[src/design/tcwa_pkg.sv]
// Shared types, codes and helper function of the track to cluster window association unit.
`timescale 1ns / 1ps

package tcwa_pkg;

    localparam int COORD_W = 31;
    localparam int DIST_W  = 32;
    localparam int TIME_W  = 47;
    localparam int SQ_W    = 64;
    localparam int COUNT_W = 8;
    localparam int CFG_INDEX_W = 8;

    localparam logic [COUNT_W-1:0] COUNT_MAX = '1;

    localparam logic [CFG_INDEX_W-1:0] CFG_WINDOW_X    = 8'd0;
    localparam logic [CFG_INDEX_W-1:0] CFG_WINDOW_Y    = 8'd1;
    localparam logic [CFG_INDEX_W-1:0] CFG_TIME_WINDOW = 8'd2;
    localparam logic [CFG_INDEX_W-1:0] CFG_USE_CENTRE  = 8'd3;

    typedef enum logic [1:0] {
        ACT_PIXEL = 2'd0,
        ACT_LAST  = 2'd1,
        ACT_EMPTY = 2'd2,
        ACT_NONE  = 2'd3
    } action_t;

    typedef enum logic [1:0] {
        VERD_ACCEPT  = 2'd0,
        VERD_SPATIAL = 2'd1,
        VERD_TIME    = 2'd2,
        VERD_EMPTY   = 2'd3
    } verdict_t;

    typedef struct packed {
        action_t                    action;
        logic                       last_cluster;
        logic signed [COORD_W-1:0]  intercept_x;
        logic signed [COORD_W-1:0]  intercept_y;
        logic signed [COORD_W-1:0]  centre_x;
        logic signed [COORD_W-1:0]  centre_y;
        logic signed [COORD_W-1:0]  pixel_x;
        logic signed [COORD_W-1:0]  pixel_y;
        logic [TIME_W-1:0]          cluster_time;
        logic [TIME_W-1:0]          track_time;
    } in_item_t;

    typedef struct packed {
        action_t              action;
        logic                 last_cluster;
        logic [DIST_W-1:0]    pixel_dx;
        logic [DIST_W-1:0]    pixel_dy;
        logic [DIST_W-1:0]    centre_dx;
        logic [DIST_W-1:0]    centre_dy;
        logic [TIME_W-1:0]    time_diff;
    } diff_item_t;

    typedef struct packed {
        verdict_t             verdict;
        logic                 track_done;
        logic [DIST_W-1:0]    dx;
        logic [DIST_W-1:0]    dy;
        logic [COUNT_W-1:0]   accepted_in_track;
    } win_item_t;

    typedef struct packed {
        verdict_t             verdict;
        logic                 new_closest;
        logic [COUNT_W-1:0]   accepted_in_track;
        logic                 track_done;
    } result_t;

    typedef struct packed {
        logic [COORD_W-1:0]   window_x;
        logic [COORD_W-1:0]   window_y;
        logic [TIME_W-1:0]    time_window;
        logic                 use_centre;
    } cfg_t;

    function automatic logic [DIST_W-1:0] abs_diff(input logic signed [COORD_W-1:0] a,
                                                   input logic signed [COORD_W-1:0] b);
        logic signed [DIST_W-1:0] a_ext;
        logic signed [DIST_W-1:0] b_ext;
        a_ext = {a[COORD_W-1], a};
        b_ext = {b[COORD_W-1], b};
        return (a_ext >= b_ext) ? DIST_W'(a_ext - b_ext) : DIST_W'(b_ext - a_ext);
    endfunction

endpackage

[src/design/tcwa_closest.sv]
// Closest cluster stage: squared distances, best-so-far compare and the result register.
`timescale 1ns / 1ps

module tcwa_closest import tcwa_pkg::*; (
    input  logic      aclk,
    input  logic      aresetn,
    input  logic      in_valid,
    output logic      in_ready,
    input  win_item_t in_item,
    output logic      out_valid,
    input  logic      out_ready,
    output result_t   out_item
);

    logic               sq_valid_reg;
    logic               sq_ready;
    logic [SQ_W-1:0]    sq_x_reg;
    logic [SQ_W-1:0]    sq_y_reg;
    verdict_t           sq_verdict_reg;
    logic               sq_done_reg;
    logic [COUNT_W-1:0] sq_count_reg;
    logic               res_valid_reg;
    result_t            res_reg;
    result_t            res_next;
    logic [SQ_W-1:0]    best_reg;
    logic [SQ_W-1:0]    best_next;
    logic [SQ_W-1:0]    dist_sq;
    logic               take_sq;

    assign in_ready = !sq_valid_reg || sq_ready;
    assign sq_ready = !res_valid_reg || out_ready;
    assign take_sq  = sq_valid_reg && sq_ready;

    always_ff @(posedge aclk) begin
        if (!aresetn) begin
            sq_valid_reg <= 1'b0;
        end else if (in_ready) begin
            sq_valid_reg <= in_valid;
        end
    end

    always_ff @(posedge aclk) begin
        if (in_ready && in_valid) begin
            sq_x_reg       <= SQ_W'(in_item.dx) * SQ_W'(in_item.dx);
            sq_y_reg       <= SQ_W'(in_item.dy) * SQ_W'(in_item.dy);
            sq_verdict_reg <= in_item.verdict;
            sq_done_reg    <= in_item.track_done;
            sq_count_reg   <= in_item.accepted_in_track;
        end
    end

    always_comb begin
        dist_sq  = sq_x_reg + sq_y_reg;
        res_next.verdict           = sq_verdict_reg;
        res_next.new_closest       = (sq_verdict_reg == VERD_ACCEPT) && (dist_sq < best_reg);
        res_next.accepted_in_track = sq_count_reg;
        res_next.track_done        = sq_done_reg;
        if (sq_done_reg) begin
            best_next = '1;
        end else if (res_next.new_closest) begin
            best_next = dist_sq;
        end else begin
            best_next = best_reg;
        end
    end

    always_ff @(posedge aclk) begin
        if (!aresetn) begin
            res_valid_reg <= 1'b0;
            best_reg      <= '1;
        end else begin
            if (sq_ready) begin
                res_valid_reg <= sq_valid_reg;
            end
            if (take_sq) begin
                best_reg <= best_next;
            end
        end
    end

    always_ff @(posedge aclk) begin
        if (take_sq) begin
            res_reg <= res_next;
        end
    end

    assign out_valid = res_valid_reg;
    assign out_item  = res_reg;

    a_closest_only_accepted: assert property (@(posedge aclk) disable iff (!aresetn)
        res_valid_reg && res_reg.new_closest |-> res_reg.verdict == VERD_ACCEPT)
        else $error("New closest flagged on a rejected cluster.");

    a_empty_result: assert property (@(posedge aclk) disable iff (!aresetn)
        res_valid_reg && res_reg.verdict == VERD_EMPTY |->
            res_reg.track_done && !res_reg.new_closest && res_reg.accepted_in_track == '0)
        else $error("Empty track result has wrong fields.");

    a_track_end_resets_best: assert property (@(posedge aclk) disable iff (!aresetn)
        take_sq && sq_done_reg |=> best_reg == '1)
        else $error("Best distance not cleared at the end of a track.");

endmodule

[config.mk]
export PLATFORM = sky130hd
export DESIGN_NAME = tcwa_closest
export DESIGN_NICKNAME = d
export VERILOG_FILES = /design/src/design/tcwa_pkg.sv /design/src/design/tcwa_closest.sv
export SDC_FILE = /design/constraint.sdc
export NUM_CORES = 2
export LEC_CHECK = 0
export BUFFER_PORTS_ARGS = -buffer_cell sky130_fd_sc_hd__buf_2
export CAP_MARGIN = 10
export CORE_MARGIN = 2
export CORE_UTILIZATION = 50
export CTS_CLUSTER_SIZE = 40
export DETAILED_ROUTE_END_ITERATION = 8
export PLACE_DENSITY = 0.66
export SYNTH_ARGS = -nofsm -noshare
export SYNTH_HDL_FRONTEND = slang
export SYNTH_SLANG_ARGS = --single-unit
[constraint.sdc]
create_clock -name aclk -period 16.4 [get_ports aclk]
set_input_delay 1.64 -clock aclk [delete_from_list [all_inputs] [get_ports aclk]]
set_output_delay 1.64 -clock aclk [all_outputs]
set_load 0.005 [all_outputs]
== Yosys cells after proc, flatten, opt, wreduce, memory -nomap -nowiden ==
Cells that the tools add are included.
Storage, ports and cells
  bits in registers: 217
  input port bits: 79
  output and inout bits: 14
  word-level logic and storage cells: 28
Operators by class
  $add $sub $neg: 1
  multiply operators: 2
  $lt $le $gt $ge: 1
  muxes and demuxes: 2
  reductions and logical operators: 10
Operator list (number)
  multiplier 32 x 32 -> 64 bit: 2
  2-to-1 mux 64 bit: 2
  adder 64 bit: 1
  less-than comparator 64 bit: 1
  logical AND 1 bit: 3
  logical NOT 1 bit: 2
  logical NOT 2 bit: 1
  logical OR 1 bit: 2
  AND reduction 2 bit: 1
  nonzero test 2 bit: 1

== Longest topological paths before layout ==
  depth after elaboration: 5
  depth in mapped cells: 30
  gate-level depth less buffers: 27

== Least setup slack after synthesis ==
Ideal clock, no wire load.
  path kind: input-to-reg
  start: input port in_item[10] (netlist bit)
  end: register sq_y_reg[63], data pin
  library setup time: 0.263 ns
  arrival: 8.769 ns
  required time: 16.137 ns
  setup slack: 7.368 ns
  stages on the path: 27
  path buffers: 2
  cell sequence: clkbuf_1 > buf_1 > nand2_1 > fa_1 > inv_1 > fa_1 > inv_1 > fa_1 > fa_1 > inv_1 > fa_1 > inv_1 > fa_1 > inv_1 > fa_1 > fa_1 > ha_1 > inv_1 > a2111oi_2 > nor2_1 > o21ba_2 > nor3_4 > o21bai_4 > a2111oi_4 > o21ai_1 > mux2i_1 > a2111o_1
On the way
  longest elaborated chain between the ends: 1
RTL lines
  start, declared: line tcwa_closest.sv:9  | input win_item_t in_item,
  multiplier 32 x 32 -> 64 bit: line tcwa_closest.sv:45  | sq_y_reg <= SQ_W'(in_item.dy) * SQ_W'(in_item.dy);
  end signal, assigned: line tcwa_closest.sv:45
  end, declared: line tcwa_closest.sv:18  | logic [SQ_W-1:0] sq_y_reg;
No other way between the ends.
A chain may end at the register's enable or synchronous reset.

== Final worst setup path ==
  start: input port in_item[47] (netlist bit)
  end: register sq_x_reg[63], data pin
On the way
  longest elaborated chain between the ends: 1
RTL lines
  multiplier 32 x 32 -> 64 bit: line tcwa_closest.sv:44  | sq_x_reg <= SQ_W'(in_item.dx) * SQ_W'(in_item.dx);
  end signal, assigned: line tcwa_closest.sv:44
  end, declared: line tcwa_closest.sv:17  | logic [SQ_W-1:0] sq_x_reg;
No other way between the ends.

==> impl_metrics.csv <==
group,metric,value,unit
timing,finClkSkew,25.1,ps
worst_setup_path,r2r_cells,21,
floorplan,ios,93,
global_routing,antenna_found_initial,2,
global_routing,grt_pass1_vias,53900,
route,vias,48600,
floorplan,dieArea,143000,sq um
worst_setup_path,cp.arrival,10070,ps
route,initialDrtViolationCount,3169,
timing,layout_min_cycle_time,9810,ps
job,cap_violations,0,
clock_tree,cts_sinks,215,
synth,syn-instance-count,7397,
hold_path,holdPathEnd,"out_item[4]$_DFFE_PP_",
timing,slew_violations,0,
clock_tree,cts_tree,"built",
synth,synth-seq-cells,215,
route,routedWlPerCell,18.9,microns
timing,grt_setup_unrepaired,"no",
final_layout,antenna_cells,0,
outcome,outcome,"complete, no violations",
placement,globalplace.congestion,0.918,
floorplan,fp.dieH,379,microns
synth,synthAdderAreaFrac,0.579,
timing,tightest_slew,1100,ps
final_layout,layout.nets,9635,
synth,synth_compound_area_frac,0.0738,
clock_tree,cts.repair.resized,0,
final_layout,areaGrowthSynthToFinish,3.61,%
worst_setup_path,r2r_start,"sq_x_reg[19]$_DFFE_PP_",
hold_path,hold_path.startpoint,"sq_count_reg[3]$_DFFE_PP_",
floorplan,start_util,0.504,
timing,fin_crit_sh,0.598,
placement,port_buffers,92,
final_layout,drive_above_1_share,0.0283,
timing,relSlewSlack,0.269,
worst_setup_path,startpoint_type,"primary input",
floorplan,num_rows,137,
worst_setup_path,r2r_slack,10140,ps
clock_tree,numCtsBuffers,20,
synth,muxShareOfSynthArea,0.00118,
clock_tree,ctsHtreeMaxLevel,1,
global_routing,globalRouteOverflowTotal,0,
worst_setup_path,worstPathRequired,16660,ps
clock_tree,hold_buffers,0,
synth,synth_area,70200,sq um
route,ant_nets,0,
synth,synth-simple-area-share,0.109,
global_routing,grt_usage,0.254,
final_layout,largest_reg_flops,64,
timing,final_hold_viol_count,0,
synth,synth.area.top_cells,"fa_1 (45%), ha_1 (13%), inv_1 (11%)",
timing,clock.fmax,0.102,GHz
global_routing,grt_pass1_wl,286000,microns
clock_tree,clk_latency,530,ps
synth,synth_commonest_cells,"inv_1 (2004), fa_1 (1583), ha_1 (716)",
placement,dp.cells,9111,
worst_setup_path,crit_type,"primary input to flip-flop",
placement,dp_hpwl,140000,microns
synth,yosys.area.top_type,"fa_1",
floorplan,die_w,379,microns
worst_setup_path,critical_path.max_fanout,25,
route,drtPass1Iterations,5,
synth,synth_top_family_by_area,"adder cells",
timing,setup_tns,0,ps
synth,synth-edff-count,149,
clock_tree,clk_pin_slew,70,ps
clock_tree,clockRootBuffer,"clkbuf_16",
worst_setup_path,rr_endpoint,"best_reg[51]$_SDFFE_PN1P_",
synth,synth_area_per_cell,9.49,sq um
worst_setup_path,cp-end-kind,"flip-flop",
global_routing,grt_max_degree,74,
synth,yosysUniqueCellTypes,92,
synth,synth_fp_nets,9775,
final_layout,fillers,12600,
route,vias_per_cell,5.31,
synth,yosysMostFrequentCell,"inv_1",
hold_path,hp-class,"flip-flop to flip-flop",
synth,yosysWarnings,0,
synth,synthArstFlopShare,0,
hold_path,hold_path_depth,0,
synth,synth_xor_area_frac,0.0321,
synth,synth_top_flop_cell,"edfxtp_1",
route,routed_wl,173000,microns
final_layout,final_cells,9147,
timing,setup_viol,0,
floorplan,core,139000,sq um
route,drt_drc_violations_left,0,
clock_tree,cts_setup_buffers,0,
synth,seq_area_frac_synth,0.0825,
clock_tree,cts_max_path_buffers,3,
synth,synth_top_area_share,0.451,
## worst max path at each step
stage / endpoint / cells after the start / slack (ps) / start
6_report: sq_x_reg[63]$_DFFE_PP_ / 26 / 6590 / in_item[47]
3_3_place_gp: sq_x_reg[63]$_DFFE_PP_ / 26 / 6320 / in_item[47]
2_1_floorplan: sq_y_reg[63]$_DFFE_PP_ / 27 / 7370 / in_item[10]
4_1_cts: sq_x_reg[63]$_DFFE_PP_ / 26 / 6700 / in_item[47]
3_5_place_dp: sq_x_reg[63]$_DFFE_PP_ / 26 / 6180 / in_item[47]
5_1_grt: sq_x_reg[63]$_DFFE_PP_ / 26 / 6160 / in_item[47]
## routing by layer
metal / global-route usage / share of wire
met4: 0.0693 / 0.031
met3: 0.0314 / 0.054
met2: 0.447 / 0.51
met1: 0.330 / 0.41
met5: 0.00274 / 0.00033
## cell type report
type                       count  area [sq um]  area share
tap                         1876          2350      0.0323
clock inverter                 8          73.8     0.00101
multi-input combinational   4900         55800       0.767
sequential                   215          5800      0.0797
clock buffer                  28           572     0.00786
inverter                    2005          7530       0.103
timing repair buffer         115           633     0.00870
## through the flow
step	hold WS (ps)	worst slack [ps]	util	instance area, sq um
final	421	6590	0.522	72700
after global routing	436	6160	0.522	72700
after CTS	422	6700	0.522	72700
after detailed placement	407	6180	0.517	72100
after global placement	401	6320	0.517	72100
after floorplan	400	7370	-	70200
## kinds of logic after synthesis
group | count (synthesis)
compound gates | 788
simple gates | 1548
fa+ha+maj | 2299
flops | 215
mux | 8
xor+xnor | 257
buf+inv | 2282
## placed cells by master (no fill, tap or decap), types with 92 or more instances in the layout
cell      synthesis  routed
a21o_1          146     146
a21oi_1         215     215
and2_1          467     466
buf_2             8      92
edfxtp_1        149     149
fa_1           1583    1583
ha_1            716     716
inv_1          2004    2004
nand2_1         613     613
nor2_1          210     210
o21ai_0          99      99
xnor2_1         146     146
xor2_1          111     111
## critical path, stage by stage
cell and delay [ps]:
buf_2 490, clkinv_1 610, nor2_1 540, fa_1 540
fa_1 450, fa_1 430, inv_1 80, fa_1 160
inv_1 50, fa_1 530, inv_1 60, fa_1 540
inv_1 50, fa_1 510, fa_1 430, ha_1 400
and3_1 270, nand2_1 80, a2111oi_0 450, buf_4 210
o211ai_1 250, a21oi_1 370, o21ai_0 250, o31ai_2 310
mux2i_1 230, o311ai_1 110
Power is left out: the tool's default activity adds up to more than one toggle a clock period on the data nets, which glitch-free logic cannot reach.
