===== src/design/tcwa_pkg.sv =====
// Shared types, codes and helper function of the track to cluster window association unit.
`timescale 1ns / 1ps

package tcwa_pkg;

    localparam int COORD_W = 31;
    localparam int DIST_W  = 32;
    localparam int TIME_W  = 47;
    localparam int SQ_W    = 64;
    localparam int COUNT_W = 8;
    localparam int CFG_INDEX_W = 8;

    localparam logic [COUNT_W-1:0] COUNT_MAX = '1;

    localparam logic [CFG_INDEX_W-1:0] CFG_WINDOW_X    = 8'd0;
    localparam logic [CFG_INDEX_W-1:0] CFG_WINDOW_Y    = 8'd1;
    localparam logic [CFG_INDEX_W-1:0] CFG_TIME_WINDOW = 8'd2;
    localparam logic [CFG_INDEX_W-1:0] CFG_USE_CENTRE  = 8'd3;

    typedef enum logic [1:0] {
        ACT_PIXEL = 2'd0,
        ACT_LAST  = 2'd1,
        ACT_EMPTY = 2'd2,
        ACT_NONE  = 2'd3
    } action_t;

    typedef enum logic [1:0] {
        VERD_ACCEPT  = 2'd0,
        VERD_SPATIAL = 2'd1,
        VERD_TIME    = 2'd2,
        VERD_EMPTY   = 2'd3
    } verdict_t;

    typedef struct packed {
        action_t                    action;
        logic                       last_cluster;
        logic signed [COORD_W-1:0]  intercept_x;
        logic signed [COORD_W-1:0]  intercept_y;
        logic signed [COORD_W-1:0]  centre_x;
        logic signed [COORD_W-1:0]  centre_y;
        logic signed [COORD_W-1:0]  pixel_x;
        logic signed [COORD_W-1:0]  pixel_y;
        logic [TIME_W-1:0]          cluster_time;
        logic [TIME_W-1:0]          track_time;
    } in_item_t;

    typedef struct packed {
        action_t              action;
        logic                 last_cluster;
        logic [DIST_W-1:0]    pixel_dx;
        logic [DIST_W-1:0]    pixel_dy;
        logic [DIST_W-1:0]    centre_dx;
        logic [DIST_W-1:0]    centre_dy;
        logic [TIME_W-1:0]    time_diff;
    } diff_item_t;

    typedef struct packed {
        verdict_t             verdict;
        logic                 track_done;
        logic [DIST_W-1:0]    dx;
        logic [DIST_W-1:0]    dy;
        logic [COUNT_W-1:0]   accepted_in_track;
    } win_item_t;

    typedef struct packed {
        verdict_t             verdict;
        logic                 new_closest;
        logic [COUNT_W-1:0]   accepted_in_track;
        logic                 track_done;
    } result_t;

    typedef struct packed {
        logic [COORD_W-1:0]   window_x;
        logic [COORD_W-1:0]   window_y;
        logic [TIME_W-1:0]    time_window;
        logic                 use_centre;
    } cfg_t;

    function automatic logic [DIST_W-1:0] abs_diff(input logic signed [COORD_W-1:0] a,
                                                   input logic signed [COORD_W-1:0] b);
        logic signed [DIST_W-1:0] a_ext;
        logic signed [DIST_W-1:0] b_ext;
        a_ext = {a[COORD_W-1], a};
        b_ext = {b[COORD_W-1], b};
        return (a_ext >= b_ext) ? DIST_W'(a_ext - b_ext) : DIST_W'(b_ext - a_ext);
    endfunction

endpackage


===== src/design/tcwa_window.sv =====
// Window stage: running per-cluster minima, spatial and time windows, per-track count.
`timescale 1ns / 1ps

module tcwa_window import tcwa_pkg::*; (
    input  logic       aclk,
    input  logic       aresetn,
    input  cfg_t       cfg,
    input  logic       in_valid,
    output logic       in_ready,
    input  diff_item_t in_item,
    output logic       out_valid,
    input  logic       out_ready,
    output win_item_t  out_item
);

    logic               valid_reg;
    logic               valid_next;
    win_item_t          item_reg;
    win_item_t          item_next;
    logic [DIST_W-1:0]  nearest_dx_reg;
    logic [DIST_W-1:0]  nearest_dx_next;
    logic [DIST_W-1:0]  nearest_dy_reg;
    logic [DIST_W-1:0]  nearest_dy_next;
    logic [COUNT_W-1:0] count_reg;
    logic [COUNT_W-1:0] count_next;
    logic [DIST_W-1:0]  min_dx;
    logic [DIST_W-1:0]  min_dy;
    logic [DIST_W-1:0]  dx;
    logic [DIST_W-1:0]  dy;
    logic               spatial_fail;
    logic               time_fail;
    logic [COUNT_W-1:0] count_bumped;
    logic               take;

    assign in_ready = !valid_reg || out_ready;
    assign take     = in_valid && in_ready;

    always_comb begin
        min_dx = (in_item.pixel_dx < nearest_dx_reg) ? in_item.pixel_dx : nearest_dx_reg;
        min_dy = (in_item.pixel_dy < nearest_dy_reg) ? in_item.pixel_dy : nearest_dy_reg;
        dx     = cfg.use_centre ? in_item.centre_dx : min_dx;
        dy     = cfg.use_centre ? in_item.centre_dy : min_dy;
        spatial_fail = (dx > {1'b0, cfg.window_x}) || (dy > {1'b0, cfg.window_y});
        time_fail    = in_item.time_diff > cfg.time_window;
        count_bumped = (count_reg == COUNT_MAX) ? count_reg : count_reg + 1'b1;
    end

    always_comb begin
        valid_next      = 1'b0;
        nearest_dx_next = nearest_dx_reg;
        nearest_dy_next = nearest_dy_reg;
        count_next      = count_reg;
        item_next.verdict           = VERD_ACCEPT;
        item_next.track_done        = in_item.last_cluster;
        item_next.dx                = dx;
        item_next.dy                = dy;
        item_next.accepted_in_track = count_reg;
        case (in_item.action)
            ACT_PIXEL: begin
                nearest_dx_next = min_dx;
                nearest_dy_next = min_dy;
            end
            ACT_LAST: begin
                valid_next      = 1'b1;
                nearest_dx_next = '1;
                nearest_dy_next = '1;
                if (spatial_fail) begin
                    item_next.verdict = VERD_SPATIAL;
                end else if (time_fail) begin
                    item_next.verdict = VERD_TIME;
                end else begin
                    item_next.accepted_in_track = count_bumped;
                end
                count_next = in_item.last_cluster ? '0 : item_next.accepted_in_track;
            end
            ACT_EMPTY: begin
                valid_next      = 1'b1;
                nearest_dx_next = '1;
                nearest_dy_next = '1;
                count_next      = '0;
                item_next.verdict           = VERD_EMPTY;
                item_next.track_done        = 1'b1;
                item_next.accepted_in_track = '0;
            end
            default: begin
            end
        endcase
    end

    always_ff @(posedge aclk) begin
        if (!aresetn) begin
            valid_reg      <= 1'b0;
            nearest_dx_reg <= '1;
            nearest_dy_reg <= '1;
            count_reg      <= '0;
        end else begin
            if (in_ready) begin
                valid_reg <= in_valid && valid_next;
            end
            if (take) begin
                nearest_dx_reg <= nearest_dx_next;
                nearest_dy_reg <= nearest_dy_next;
                count_reg      <= count_next;
            end
        end
    end

    always_ff @(posedge aclk) begin
        if (take) begin
            item_reg <= item_next;
        end
    end

    assign out_valid = valid_reg;
    assign out_item  = item_reg;

    a_empty_clears_track: assert property (@(posedge aclk) disable iff (!aresetn)
        take && in_item.action == ACT_EMPTY |=>
            count_reg == '0 && nearest_dx_reg == '1 && nearest_dy_reg == '1)
        else $error("Empty track did not clear the track state.");

    a_count_monotonic: assert property (@(posedge aclk) disable iff (!aresetn)
        take && in_item.action == ACT_LAST && !in_item.last_cluster |=>
            count_reg >= $past(count_reg))
        else $error("Accepted cluster count fell within a track.");

endmodule


===== config.mk =====
export PLATFORM = sky130hd
export DESIGN_NAME = tcwa_window
export DESIGN_NICKNAME = d
export VERILOG_FILES = /design/src/design/tcwa_pkg.sv /design/src/design/tcwa_window.sv
export SDC_FILE = /design/constraint.sdc
export NUM_CORES = 1
export LEC_CHECK = 0
export CAP_MARGIN = 20
export CORE_AREA = 5 5 138 140
export DETAILED_ROUTE_END_ITERATION = 10
export DIE_AREA = 0 0 143 145
export DONT_BUFFER_PORTS = 1
export MAX_ROUTING_LAYER = met4
export PLACE_DENSITY = 0.76
export SYNTH_ARGS = -nofsm -noshare
export SYNTH_HDL_FRONTEND = slang
export SYNTH_SLANG_ARGS = --single-unit

===== constraint.sdc =====
create_clock -name aclk -period 11.2 [get_ports aclk]
set_input_delay 1.12 -clock aclk [delete_from_list [all_inputs] [get_ports aclk]]
set_output_delay 1.12 -clock aclk [all_outputs]
set_load 0.02 [all_outputs]

# After elaboration in Yosys (flattened, before gate mapping)
# Cells that the tools add are included.
[op_classes]
n_div = 0
n_lt_le_gt_ge = 5
mux = 16
n_reduce_logical = 11
addsub = 1
eq_ne = 3
bitwise_logic = 0
n_shift = 0
mul = 0
[op_table]
columns = ["operator", "count"]
rows = [
  ["2-to-1 mux 32 bit", 4],
  ["case mux 32 bit (2 select lines)", 2],
  ["> comparator 32 x 31 -> 1 bit", 2],
  ["< comparator 32 bit", 2],
  ["> comparator 47 bit", 1],
  ["2-to-1 mux 8 bit", 4],
  ["case mux 8 bit (2 select lines)", 2],
  ["adder 8 x 1 -> 8 bit (second input constant)", 1],
  ["equality test 8 bit (second input constant)", 1],
  ["2-to-1 mux 2 bit", 2],
  ["case mux 2 bit (2 select lines)", 1],
  ["AND reduction 2 bit", 2],
  ["nonzero test 2 bit", 2],
  ["equality test 2 x 1 -> 1 bit (second input constant)", 1],
  ["equality test 2 bit (second input constant)", 1],
  ["logical AND 1 bit", 2],
  ["logical NOT 2 bit", 1],
  ["logical OR 1 bit", 2],
  ["OR reduction 2 bit", 1],
  ["logical NOT 1 bit", 1],
  ["2-to-1 mux 1 bit", 1],
]
[totals]
mem_bits_ro = 0
in_bits = 292
ramBits = 0
mem_count = 0
word_cells = 45
register_bits = 148
out_inout_bits = 77
latchBits = 0

# Logic depth before layout (Yosys ltp)
[logic_depth]
ltp_word = 8
mapped_depth = 22
mapped_depth_nobuf = 19

# Worst setup path before layout
# Ideal clock, no wire load.
[synth_path]
kind = "in2reg"
start = "input port in_item[156] (netlist name)"
end = "register item_reg (netlist bit out_item[0]), data pin"
n_path_buf = 3
arrival_time_ns = 6.242
stages = 21
path_slack_ns = 4.703
cell_sequence = "ha_1 a21o_1 a31oi_1 nand2_1 o41a_2 nor2_1 clkbuf_1 mux2i_1 o21ai_0 ha_1 a21o_1 a21o_1 a221o_1 a2111oi_0 o211a_1 o22ai_1 or4_4 buf_6 or2_1 clkbuf_1 a31o_1"
[synth_lines]
columns = ["item", "line", "rtl"]
rows = [
  ["start, declared", "tcwa_window.sv:10", "input diff_item_t in_item,"],
  ["end signal, assigned", "tcwa_window.sv:110", "item_reg <= item_next;"],
  ["end, declared", "tcwa_window.sv:18", "win_item_t item_reg;"],
]

# Final worst setup path
[layout_path]
start = "input port in_item[156] (netlist name)"
end = "register count_reg[7]"
[layout_via]
elab_chain_cells = 8
[layout_rtl]
columns = ["item", "line", "rtl"]
rows = [
  ["< comparator 32 bit", "tcwa_window.sv:39", "min_dx = (in_item.pixel_dx < nearest_dx_reg) ? in_item.pixel_dx : nearest_dx_reg;"],
  ["2-to-1 mux 32 bit (*)", "tcwa_window.sv:39", ""],
  ["2-to-1 mux 32 bit (*)", "tcwa_window.sv:41", "dx = cfg.use_centre ? in_item.centre_dx : min_dx;"],
  ["net dx[13]", "tcwa_window.sv:28", "logic [DIST_W-1:0] dx;"],
  ["> comparator 32 x 31 -> 1 bit (*)", "tcwa_window.sv:43", "spatial_fail = (dx > {1'b0, cfg.window_x}) || (dy > {1'b0, cfg.window_y});"],
  ["logical OR 1 bit (*)", "tcwa_window.sv:43", ""],
  ["2-to-1 mux 8 bit (*)", "tcwa_window.sv:67", "if (spatial_fail) begin"],
  ["2-to-1 mux 8 bit (*)", "tcwa_window.sv:74", "count_next = in_item.last_cluster ? '0 : item_next.accepted_in_track;"],
  ["case mux 8 bit (2 select lines) (*)", "tcwa_window.sv:58", "case (in_item.action)"],
  ["end signal, assigned", "tcwa_window.sv:103", "count_reg <= count_next;"],
  ["end, declared", "tcwa_window.sv:24", "logic [COUNT_W-1:0] count_reg;"],
]
# The timed path passes the listed nets; every way through them passes the cells marked *.
# A chain may end at the register's enable or synchronous reset.

==> results.txt <==
Pwr dens = 130.6 mW/mm²
Die Wd = 143 µm
Post-CTS setup buffers = 0
GRT Residual Overflow = 0
RSZ-0062 raised after global routing = false
Post-Route WL = 30.84 mm
Synth area leader = edfxtp_1
Crit path max-delay cell type = or4_4
Clk buf depth = 2
Register area share after synthesis = 34.30%
Combinational share of power = 17.3%
CTS Hold Buffers Added = 0
Most common cell on crit path = a21o_1
F_max = 147.6 MHz
Total global-route track usage = 29.70%
Final min period = 6.774 ns
Fillers = 1,458
Vias per cell = 6.314
CTS clock-pin slew for the worst setup and hold paths = 0.06 ns
WL/cell = 21.15 µm
Synth unique cells = 61
Crit path arrival time = 7.10 ns
Crit-path cells = ha_1 -> a21o_1 -> a31oi_1 -> nand2_1 -> o41a_2 -> nor2_4 -> buf_4 -> mux2i_1 -> o21ai_0 -> ha_1 -> a21o_1 -> a21o_1 -> a221o_1 -> a2111oi_0 -> o211a_1 -> o22ai_1 -> or4_4 -> or4_1 -> a221oi_1
DP HPWL = 23.99 mm
Total of max-cap violations = 0
Type of the worst setup path = in -> reg
Ys async rst share = 0%
Area Growth Syn to Fin = 7.107%
Slew margin rel. = 28.66%
Die span in y = 145 µm
Delay of the slowest cell on the worst path = 0.67 ns
CTS root buffer = clkbuf_16
Leak = 5.955 nW
Power share of the clock group = 39.4%
Initial core utilization = 61.10%
Int Power = 1.079 mW
Die area = 0.02074 mm²
Flop pwr share = 43.3%
Initial antenna violation count = 2
Max reg flops = 75
Clock Latency Late Sink = 0.42 ns
Worst Clk Skew = 0.01690 ns
Slew Limit Fails = 0
Worst vdd ir = 0.1064 mV
CP Capture Type = register
Least-Margin Pin Slew = 1.070 ns
Layout Nets = 1,681
IO buf count = 0
Crit. Startpoint = in_item[156]
Hold Path Class = reg -> reg
PostCTS Resize Cnt = 0
DRT antenna net count = 0
CP Max Fanout = 25
TritonCTS clock tree = built
Post-synth EDFFs = 75
Flops & latches, synth = 148
# H-tree levels = 4
Largest net degree at the start of global routing = 131
Synth top area cells = edfxtp_1 21%, ha_1 20%, dfxtp_1 13%
Final period util = 60.48%
Vias = 9,206
Worst Path Required = 11.53 ns
Share of layout cells above drive strength 1 = 3.993%
Clock sinks = 148
GPL Wtd Cong = 0.9394
Reg2Reg Launch Point = nearest_dx_reg[13]
Synth cell count leaders = 184 x inv_1, 178 x nand2_1, 175 x ha_1
Reg2reg setup slack = 4.72 ns
Post-Syn Area = 0.01083 mm²
Dpl cells = 1,424
Starting DRC count in detailed routing = 626
Reg area = 0.003714 mm²
Yosys top cell area share = 20.80%
Setup tns final = 0 ns
CTS buffer count = 17
Total core area = 0.01772 mm²
Drt pass-1 iters = 5
Switching power = 0.4352 mW
Outcome = completed
Final hold violation count = 0
Synth Area per Inst = 8.724 µm²
Syn_nets = 1,708
Ys flop type = edfxtp_1
Most common cell in the netlist = inv_1
Switch share = 28.74%
First-pass GRT wire length = 47.55 mm
Multi-input gate area = 0.006227 mm²
Post-route DRC = 0
Final Non-Filler Cells = 1,458
I/O pins = 369
Hold wc startpoint = nearest_dx_reg[31]
Mapped Cells = 1,241
Vias in the first global route = 9,161
Type of origin of the critical path = input port
Pwr Total = 1.514 mW
Syn. warnings = 0
Final setup vio count = 0
Core Rows = 49
-- path summary, 6_finish.rpt --
path	to	cells after the start
worst min-delay path	nearest_dx_reg[31]	2
worst max-delay path	count_reg[7]	19
worst max register to register	count_reg[7]	20
worst min register to register	nearest_dx_reg[31]	2
-- per-layer routing --
metal / up-vias / track usage (%) / wire length, µm
met3: 68 / 8.720 / 2731
met2: 446 / 48.99 / 14990
met5: - / - / 0
met4: 0 / 11.12 / 1142
met1: 4255 / 34.05 / 11980
li1: 4437 / - / -
-- power by group through the flow --
stage | registers (mW) | logic (mW) | clock network, mW
floorplan | 0.660 | 0.205 | 0
global placement | 0.667 | 0.250 | 0
detailed placement | 0.668 | 0.257 | 0
CTS | 0.656 | 0.260 | 0.604
global route | 0.659 | 0.297 | 0.631
finish | 0.656 | 0.262 | 0.597
-- through the flow --
stage               setup WS [ns]  hold slack (ns)  util (%)  instance area [µm²]
global placement            4.115           0.4495     61.97                10980
global route                4.053           0.4998     65.45                11600
CTS                         4.476           0.4708     65.42                11590
finish                      4.426           0.4715     65.45                11600
floorplan                   4.703           0.4416         -                10830
detailed placement          4.027           0.4554     61.97                10980
-- logic make-up after synthesis --
kind of cell | count (synthesis) | share of synthesized area [%]
muxes | 62 | 5.732
AOI/OAI and AO/OA | 306 | 18.09
buffers and inverters | 238 | 8.321
DFF | 148 | 34.30
and+or+nand+nor | 312 | 13.34
adders and majority gates | 175 | 20.22
-- placed cells by master (no fill, tap or decap), drive strengths merged, types with 27 or more instances in the layout --
cell and count:
a21oi 53, dfxtp 73, edfxtp 75, ha 175, inv 184, mux2i 62, nand2 178, nand3 28
nor2 27, o21ai 81, o22ai 69
-- area by class of cell --
type	instances	share of cell area [%]
Clock buffer	20	3.949
Antenna cell	2	0.04316
Inverter	184	5.967
Sequential cell	148	32.02
Tap cell	229	2.471
Multi-Input combinational cell	855	53.70
Clock inverter	12	1.327
Timing Repair Buffer	8	0.5179
-- critical path: cells and delay by family --
family,cells,cell delay [ns]
compound gates,11,2.96
fa+ha+maj,2,0.58
buf+inv,1,0.42
mux,1,0.12
simple gates,4,1.88
No activity file was read; power rests on OpenSTA's default activity.
